`config.mk`:
```
export PLATFORM = sky130hd
export DESIGN_NAME = strict_second_buy_pivot_detector
export DESIGN_NICKNAME = d
export VERILOG_FILES = /design/src/hdl/ssbpd_pkg.sv /design/src/hdl/strict_second_buy_pivot_detector.sv /design/src/hdl/ssbpd_pattern.sv
export SDC_FILE = /design/constraint.sdc
export NUM_CORES = 2
export LEC_CHECK = 0
export BUFFER_PORTS_ARGS = -buffer_cell sky130_fd_sc_hd__buf_4
export CAP_MARGIN = 5
export CORE_MARGIN = 3
export CORE_UTILIZATION = 60
export DETAILED_ROUTE_END_ITERATION = 8
export PLACE_DENSITY_LB_ADDON = 0.25
export SLEW_MARGIN = 5
export SYNTH_ARGS = -nofsm -noshare
export SYNTH_HDL_FRONTEND = slang
export SYNTH_SLANG_ARGS = --single-unit
```
`constraint.sdc`:
```
create_clock -name clk_i -period 51.9 [get_ports clk_i]
set_input_delay 5.19 -clock clk_i [delete_from_list [all_inputs] [get_ports clk_i]]
set_output_delay 5.19 -clock clk_i [all_outputs]
set_load 0.01 [all_outputs]
```
`src/hdl/ssbpd_pkg.sv`:
```
// shared types and constants for the strict second-buy pivot detector
package ssbpd_pkg;

  localparam int WinDepth = 5;
  localparam int PriceW   = 32;
  localparam int RatioW   = 16;
  localparam int AgeW     = 2;

  typedef logic [1:0]        pivot_kind_t;
  typedef logic [PriceW-1:0] price_t;
  typedef logic [RatioW-1:0] ratio_t;
  typedef logic [AgeW-1:0]   age_t;

  localparam pivot_kind_t PIVOT_NONE   = 2'd0;
  localparam pivot_kind_t PIVOT_TOP    = 2'd1;
  localparam pivot_kind_t PIVOT_BOTTOM = 2'd2;

  // register indexes on the config port
  localparam logic REG_NOT_BREAK  = 1'b0;
  localparam logic REG_DIVERGENCE = 1'b1;

  typedef struct packed {
    logic   arm;
    price_t level;
  } pattern_res_t;

endpackage

```
`src/hdl/strict_second_buy_pivot_detector.sv`:
```
// an accepted item passes the input register, then the result register, to its result
// throughput: one item per cycle unless out_stall_i holds back a finished result
// the result register lets the input register take an item while a result waits on out_stall_i
// reset: pivot history and pending slots empty, ratios at 63570 and 58982
// end of series: the bar is processed, then history and pending slots are cleared
module strict_second_buy_pivot_detector #(
  parameter int CONFIRM_BARS = 3
) (
  input  logic        clk_i,
  input  logic        rst_ni,

  input  logic        psel,
  input  logic        penable,
  input  logic        pwrite,
  input  logic [2:0]  paddr,
  input  logic [31:0] pwdata,
  output logic [31:0] prdata,
  output logic        pready,

  input  logic        in_valid_i,
  output logic        in_stall_o,
  input  logic [1:0]  pivot_kind_i,
  input  logic [31:0] bar_high_i,
  input  logic [31:0] bar_low_i,
  input  logic [31:0] bar_close_i,
  input  logic        end_of_series_i,

  output logic        out_valid_o,
  input  logic        out_stall_i,
  output logic        older_hit_o,
  output logic [1:0]  older_back_o,
  output logic        newer_hit_o,
  output logic [1:0]  newer_back_o
);

  localparam int Depth = ssbpd_pkg::WinDepth;
  localparam ssbpd_pkg::age_t ConfirmAge = ssbpd_pkg::age_t'(CONFIRM_BARS);

  // config registers
  ssbpd_pkg::ratio_t not_break_q, divergence_q;
  logic              cfg_wr;

  assign pready = 1'b1;
  assign cfg_wr = psel && penable && pwrite;

  always_ff @(posedge clk_i or negedge rst_ni) begin
    if (!rst_ni) begin
      not_break_q  <= 16'd63570;
      divergence_q <= 16'd58982;
    end else if (cfg_wr) begin
      case (paddr[2])
        ssbpd_pkg::REG_NOT_BREAK:  not_break_q  <= pwdata[15:0];
        ssbpd_pkg::REG_DIVERGENCE: divergence_q <= pwdata[15:0];
        default:                   not_break_q  <= not_break_q;
      endcase
    end
  end

  always_comb begin
    case (paddr[2])
      ssbpd_pkg::REG_NOT_BREAK:  prdata = {16'h0000, not_break_q};
      ssbpd_pkg::REG_DIVERGENCE: prdata = {16'h0000, divergence_q};
      default:                   prdata = '0;
    endcase
  end

  // input register
  logic                   s1_valid_q;
  ssbpd_pkg::pivot_kind_t s1_kind_q;
  ssbpd_pkg::price_t      s1_high_q, s1_low_q, s1_close_q;
  logic                   s1_eos_q;
  logic                   out_free, proc, in_acc;

  assign out_free   = !out_valid_o || !out_stall_i;
  assign proc       = s1_valid_q && out_free;
  assign in_stall_o = s1_valid_q && !out_free;
  assign in_acc     = in_valid_i && !in_stall_o;

  always_ff @(posedge clk_i or negedge rst_ni) begin
    if (!rst_ni) begin
      s1_valid_q <= 1'b0;
    end else if (in_acc) begin
      s1_valid_q <= 1'b1;
    end else if (proc) begin
      s1_valid_q <= 1'b0;
    end
  end

  always_ff @(posedge clk_i) begin
    if (in_acc) begin
      s1_kind_q  <= pivot_kind_i;
      s1_high_q  <= bar_high_i;
      s1_low_q   <= bar_low_i;
      s1_close_q <= bar_close_i;
      s1_eos_q   <= end_of_series_i;
    end
  end

  // series state
  ssbpd_pkg::pivot_kind_t kind_q [Depth];
  ssbpd_pkg::price_t      price_q [Depth];
  logic                   pv_q [2];
  ssbpd_pkg::age_t        pa_q [2];
  ssbpd_pkg::price_t      pl_q [2];

  ssbpd_pkg::pivot_kind_t kind_d [Depth];
  ssbpd_pkg::price_t      price_d [Depth];
  logic                   pv_d [2];
  ssbpd_pkg::age_t        pa_d [2];
  ssbpd_pkg::price_t      pl_d [2];
  logic                   hit_d [2];
  ssbpd_pkg::age_t        back_d [2];
  logic                   shift_in;
  ssbpd_pkg::pattern_res_t pat;

  assign shift_in = (s1_kind_q == ssbpd_pkg::PIVOT_TOP) ||
                    (s1_kind_q == ssbpd_pkg::PIVOT_BOTTOM);

  always_comb begin
    for (int i = 0; i < Depth; i++) begin
      kind_d[i]  = kind_q[i];
      price_d[i] = price_q[i];
    end
    if (shift_in) begin
      for (int i = 0; i < Depth - 1; i++) begin
        kind_d[i]  = kind_q[i+1];
        price_d[i] = price_q[i+1];
      end
      kind_d[Depth-1]  = s1_kind_q;
      price_d[Depth-1] = (s1_kind_q == ssbpd_pkg::PIVOT_TOP) ? s1_high_q : s1_low_q;
    end
  end

  ssbpd_pattern u_pattern (
    .kinds_i      (kind_d),
    .prices_i     (price_d),
    .not_break_i  (not_break_q),
    .divergence_i (divergence_q),
    .res_o        (pat)
  );

  always_comb begin
    for (int i = 0; i < 2; i++) begin
      pv_d[i] = pv_q[i];
      pa_d[i] = pa_q[i];
      pl_d[i] = pl_q[i];
    end
    // arm, dropping the older slot when both are busy
    if ((s1_kind_q == ssbpd_pkg::PIVOT_BOTTOM) && pat.arm) begin
      if (pv_d[1]) begin
        pv_d[0] = 1'b1;
        pa_d[0] = pa_d[1];
        pl_d[0] = pl_d[1];
        pv_d[1] = 1'b0;
      end
      if (pv_d[0]) begin
        pv_d[1] = 1'b1;
        pa_d[1] = '0;
        pl_d[1] = pat.level;
      end else begin
        pv_d[0] = 1'b1;
        pa_d[0] = '0;
        pl_d[0] = pat.level;
      end
    end
    // confirmation by this close
    for (int i = 0; i < 2; i++) begin
      hit_d[i]  = pv_d[i] && (s1_close_q > pl_d[i]);
      back_d[i] = hit_d[i] ? pa_d[i] : '0;
      if (hit_d[i]) begin
        pv_d[i] = 1'b0;
      end
    end
    // aging and expiry
    for (int i = 0; i < 2; i++) begin
      if (pv_d[i]) begin
        if (pa_d[i] >= ConfirmAge) begin
          pv_d[i] = 1'b0;
        end else begin
          pa_d[i] = pa_d[i] + 2'd1;
        end
      end
    end
    // a lone slot lives in slot 0
    if (!pv_d[0] && pv_d[1]) begin
      pv_d[0] = 1'b1;
      pa_d[0] = pa_d[1];
      pl_d[0] = pl_d[1];
      pv_d[1] = 1'b0;
    end
    if (s1_eos_q) begin
      pv_d[0] = 1'b0;
      pv_d[1] = 1'b0;
    end
  end

  always_ff @(posedge clk_i or negedge rst_ni) begin
    if (!rst_ni) begin
      for (int i = 0; i < Depth; i++) begin
        kind_q[i] <= ssbpd_pkg::PIVOT_NONE;
      end
      pv_q[0] <= 1'b0;
      pv_q[1] <= 1'b0;
    end else if (proc) begin
      if (s1_eos_q) begin
        for (int i = 0; i < Depth; i++) begin
          kind_q[i] <= ssbpd_pkg::PIVOT_NONE;
        end
      end else begin
        kind_q <= kind_d;
      end
      pv_q <= pv_d;
    end
  end

  always_ff @(posedge clk_i) begin
    if (proc) begin
      price_q <= price_d;
      pa_q    <= pa_d;
      pl_q    <= pl_d;
    end
  end

  // result register
  always_ff @(posedge clk_i or negedge rst_ni) begin
    if (!rst_ni) begin
      out_valid_o <= 1'b0;
    end else if (proc) begin
      out_valid_o <= 1'b1;
    end else if (!out_stall_i) begin
      out_valid_o <= 1'b0;
    end
  end

  always_ff @(posedge clk_i) begin
    if (proc) begin
      older_hit_o  <= hit_d[0];
      older_back_o <= back_d[0];
      newer_hit_o  <= hit_d[1];
      newer_back_o <= back_d[1];
    end
  end

  a_lone_slot_low: assert property (@(posedge clk_i) disable iff (!rst_ni)
    pv_q[1] |-> pv_q[0])
    else $error("newer slot busy while older slot empty");

  a_back_needs_hit: assert property (@(posedge clk_i) disable iff (!rst_ni)
    out_valid_o && (!older_hit_o || !newer_hit_o) |->
      (older_hit_o || older_back_o == 2'd0) && (newer_hit_o || newer_back_o == 2'd0))
    else $error("back field set without a hit");

  a_stall_means_full: assert property (@(posedge clk_i) disable iff (!rst_ni)
    in_stall_o |-> s1_valid_q && out_valid_o)
    else $error("input stalled with room in the pipeline");

  a_eos_clears: assert property (@(posedge clk_i) disable iff (!rst_ni)
    proc && s1_eos_q |=> !pv_q[0] && !pv_q[1] && kind_q[Depth-1] == ssbpd_pkg::PIVOT_NONE)
    else $error("series state kept after end of series");

  a_result_follows_item: assert property (@(posedge clk_i) disable iff (!rst_ni)
    proc |=> out_valid_o)
    else $error("processed item produced no result");

endmodule

```
`src/hdl/ssbpd_pattern.sv`:
```
// bottom-top-bottom-top-bottom pattern check over the pivot window
module ssbpd_pattern (
  input  ssbpd_pkg::pivot_kind_t  kinds_i [ssbpd_pkg::WinDepth],
  input  ssbpd_pkg::price_t       prices_i [ssbpd_pkg::WinDepth],
  input  ssbpd_pkg::ratio_t       not_break_i,
  input  ssbpd_pkg::ratio_t       divergence_i,
  output ssbpd_pkg::pattern_res_t res_o
);

  ssbpd_pkg::price_t   b1, t1, b2, t2, b3;
  ssbpd_pkg::price_t   range_hi, range_lo;
  logic                shape_ok;
  logic                overlap_ok, not_break_ok, below_ok, diverge_ok;
  logic [47:0]         b3_scaled;
  logic [47:0]         b1_scaled;
  logic signed [32:0]  drop1, drop2;
  logic signed [48:0]  drop2_scaled;
  logic signed [49:0]  drop1_scaled;

  assign b1 = prices_i[0];
  assign t1 = prices_i[1];
  assign b2 = prices_i[2];
  assign t2 = prices_i[3];
  assign b3 = prices_i[4];

  assign shape_ok = (kinds_i[0] == ssbpd_pkg::PIVOT_BOTTOM) &&
                    (kinds_i[1] == ssbpd_pkg::PIVOT_TOP) &&
                    (kinds_i[2] == ssbpd_pkg::PIVOT_BOTTOM) &&
                    (kinds_i[3] == ssbpd_pkg::PIVOT_TOP) &&
                    (kinds_i[4] == ssbpd_pkg::PIVOT_BOTTOM);

  assign range_hi = (t1 < t2) ? t1 : t2;
  assign range_lo = (b1 > b2) ? b1 : b2;

  assign overlap_ok = range_hi > range_lo;

  assign b3_scaled    = {b3, 16'h0000};
  assign b1_scaled    = 48'(b1) * 48'(not_break_i);
  assign not_break_ok = b3_scaled >= b1_scaled;

  assign below_ok = b3 < range_lo;

  // drops may go negative, so compare in signed arithmetic
  assign drop1        = $signed({1'b0, t1}) - $signed({1'b0, b2});
  assign drop2        = $signed({1'b0, t2}) - $signed({1'b0, b3});
  assign drop2_scaled = $signed({drop2, 16'h0000});
  assign drop1_scaled = drop1 * $signed({1'b0, divergence_i});
  assign diverge_ok   = drop2_scaled < drop1_scaled;

  assign res_o.arm   = shape_ok && overlap_ok && not_break_ok && below_ok && diverge_ok;
  assign res_o.level = range_lo;

endmodule
```
==> summary.md <==
| Metric | Value |
|---|---|
| Worst setup path endpoint | pl_q[32] |
| Core ar. | 0.0991 mm2 |
| Clock skew after layout | 0.0579 ns |
| First-pass GRT wire length | 249000 um |
| FF+latch count, synth | 379 |
| Drt drc | 0 |
| Busiest layer in global routing | met2 |
| GR Layer Usage met2 | 0.510 |
| CTS Root Cell | clkbuf_16 |
| Worst r2r src | s1_kind_q[0] |
| Max Cap Viol | 0 |
| Largest net degree at the start of global routing | 94 |
| Async set-or-reset flop fraction in the synthesized netlist | 0.121 |
| Synth cell types | 96 |
| Largest area contributor in the netlist | fa_1 |
| Global-route met1 utilization | 0.389 |
| GR Util met3 | 0.0455 |
| Initial antenna violation count | 3 |
| Min-delay worst type | reg -> reg |
| Layout cell share with drive strength beyond 1 | 0.0863 |
| CTS tree | built |
| Post-CTS setup buffer count | 0 |
| Reg clk slew, reported paths | 0.07 ns |
| Pins Over Slew Limit | 0 |
| Detailed Routing Iterations Pass 1 | 8 |
| Wire per inst | 20.2 um |
| Crit path top cell by count | a21o_1 |
| Most frequent cell after synthesis | inv_1 |
| Vias | 44505 |
| Post-Synthesis Cell Area | 0.0604 mm2 |
| Tcrit/Tclk final | 0.405 |
| HP Start | s1_valid_q |
| I/O Buffers | 146 |
| Final Hold Viols | 0 |
| Gr usage total | 0.302 |
| DR vias/cell | 5.87 |
| Post-Syn Area per Cell | 9.65 um2 |
| Antenna Violating Nets Remaining | 0 |
| R2R setup slack | 30.87 ns |
| Minimum clock period | 21.03 ns |
| Worst R2R End | pl_q[32] |
| Gpl congestion | 0.925 |
| Gate Count Post-Synth | 6262 |
| Actual slew at the worst max-slew pin | 1.24 ns |
| Crit path max-delay family | compound AO/OA/AOI/OAI gates |
| WP depth | 74 |
| # hold bufs at CTS | 0 |
| Slew margin rel. | 0.173 |
| Main area contributors after synthesis | fa_1, edfxtp_1, ha_1 |
| Max Buffers Root-to-Sink | 3 |
| Routed wire length | 154000 um |
| Crit path capture type | flop |
| R2R cell count | 74 |
| CP peak stage delay | 0.89 ns |
| Yosys top cell area share | 0.305 |
| Vias in the first global route | 47082 |
| Sequential area share after synthesis | 0.185 |
| CTS Buf Count | 47 |
| GR Overflow Total | 0 |
| Die X | 323 um |
| Crit. Startpoint | s1_kind_q[0] |
| Crit-path slowest cell | a2111oi_0 |
| Maximum fanout along the worst path | 71 |
| Peak Freq | 47.6 MHz |
| Yosys warns | 0 |
| H-tree Lvls | 2 |
| WP buf/inv | 11 |
| Top cells by count, synth | inv_1, fa_1, nand2_1 |
| Starting density of the core | 0.610 |
| Drt first-iter violations | 3051 |
| Post-synth EDFFs | 333 |
| Kind of critical path | reg -> reg |
| Skew-Pair Late Insertion Delay | 0.65 ns |
| Startpoint Class | flop |
| Hold Path Depth | 1 |
| Final setup violation count | 0 |
| Layout area overhead | 6.07% |
| Die area | 0.105 mm2 |
| CP required | 52.30 ns |
| Clk sinks | 379 |
| Ports | 182 |
| Cells resized by post-CTS repair | 0 |
| Rows | 115 |
| Layout Nets | 7860 |
| Primary FF master, synth | edfxtp_1 |
| Sum of negative setup slack | 0 ns |
| Chip height | 323 um |
| CP Data Arrival Time | 21.42 ns |
| Dpl hpwl | 119000 um |
| RSZ-0062 raised after global routing | false |
| Status | finished clean |
==> routing by layer <==
layer	share of wire	vias to the layer above
met4	0.049	2
met1	0.40	22537
met2	0.48	1523
li1	-	20053
met3	0.070	390
met5	0.000085	-
==> final cells by class <==
cell class	count	area, um2
Antenna cell	1	2.50
Clock buffer	52	1240
Clock inverter	35	353
Fill cell	7964	35000
Inverter	1193	4490
Multi-Input combinational cell	4430	43700
Sequential cell	379	11200
Tap cell	1287	1610
Timing Repair Buffer	206	1550
==> logic make-up after synthesis <==
group,count (synthesis),share of synthesized area
AOI/OAI and AO/OA,781,0.0870
muxes,336,0.0600
xor gates and xnor gates,154,0.0228
adders and majority gates,1470,0.418
and+or+nand+nor,1672,0.133
other,2,0.000124
DFF,379,0.185
buffers and inverters,1468,0.0943
==> registers in the layout, indices dropped and copies added (netlist names), named ones only <==
signal,count
older_hit_o,1
price_q,159
s1_close_q,32
pa_q,4
not_break_q,16
newer_back_o,2
s1_valid_q,1
newer_hit_o,1
kind_q,10
out_valid_o,1
pl_q,64
older_back_o,2
s1_high_q,32
pv_q,2
divergence_q,16
s1_kind_q,2
s1_eos_q,1
s1_low_q,32
==> layout by cell type, fill, tap and decap left out, drive strengths merged, types with 78 or more instances in the layout <==
master	n
inv	1198
nand2	830
edfxtp	333
xnor2	90
o21a	78
nor2	129
ha	540
mux2i	147
mux2	189
fa	922
buf	206
and2	358
a21o	134
o21ai	139
a21oi	198
==> worst min-delay path by stage <==
stage | end | slack (ns)
2_1_floorplan | out_valid_o | 0.46
3_3_place_gp | out_valid_o | 0.47
3_5_place_dp | out_valid_o | 0.48
4_1_cts | out_valid_o | 0.50
5_1_grt | out_valid_o | 0.53
6_report | out_valid_o | 0.50
==> worst reg2reg max path, delay by kind of cell (launching register included) <==
family | cells | cell delay, ns
compound gates | 37 | 9.48
simple gates | 11 | 2.31
flops | 1 | 0.52
fa+ha+maj | 11 | 4.47
xor+xnor | 3 | 0.83
buf+inv | 11 | 2.84
mux | 1 | 0.38
==> metrics by stage <==
stage	worst slack (ns)	cells	hold WS, ns	util	instance area (um2)
3_5_place_dp	31.13	7495	0.482	0.631	62500
4_1_cts	31.01	7582	0.498	0.647	64100
5_1_grt	29.65	7582	0.525	0.647	64100
3_3_place_gp	31.24	7495	0.469	0.631	62500
2_1_floorplan	34.03	6277	0.457	-	60500
6_report	30.87	7583	0.496	0.647	64100
Power is left out: the tool's default activity adds up to more than one toggle a clock period on the data nets, which glitch-free logic cannot reach.
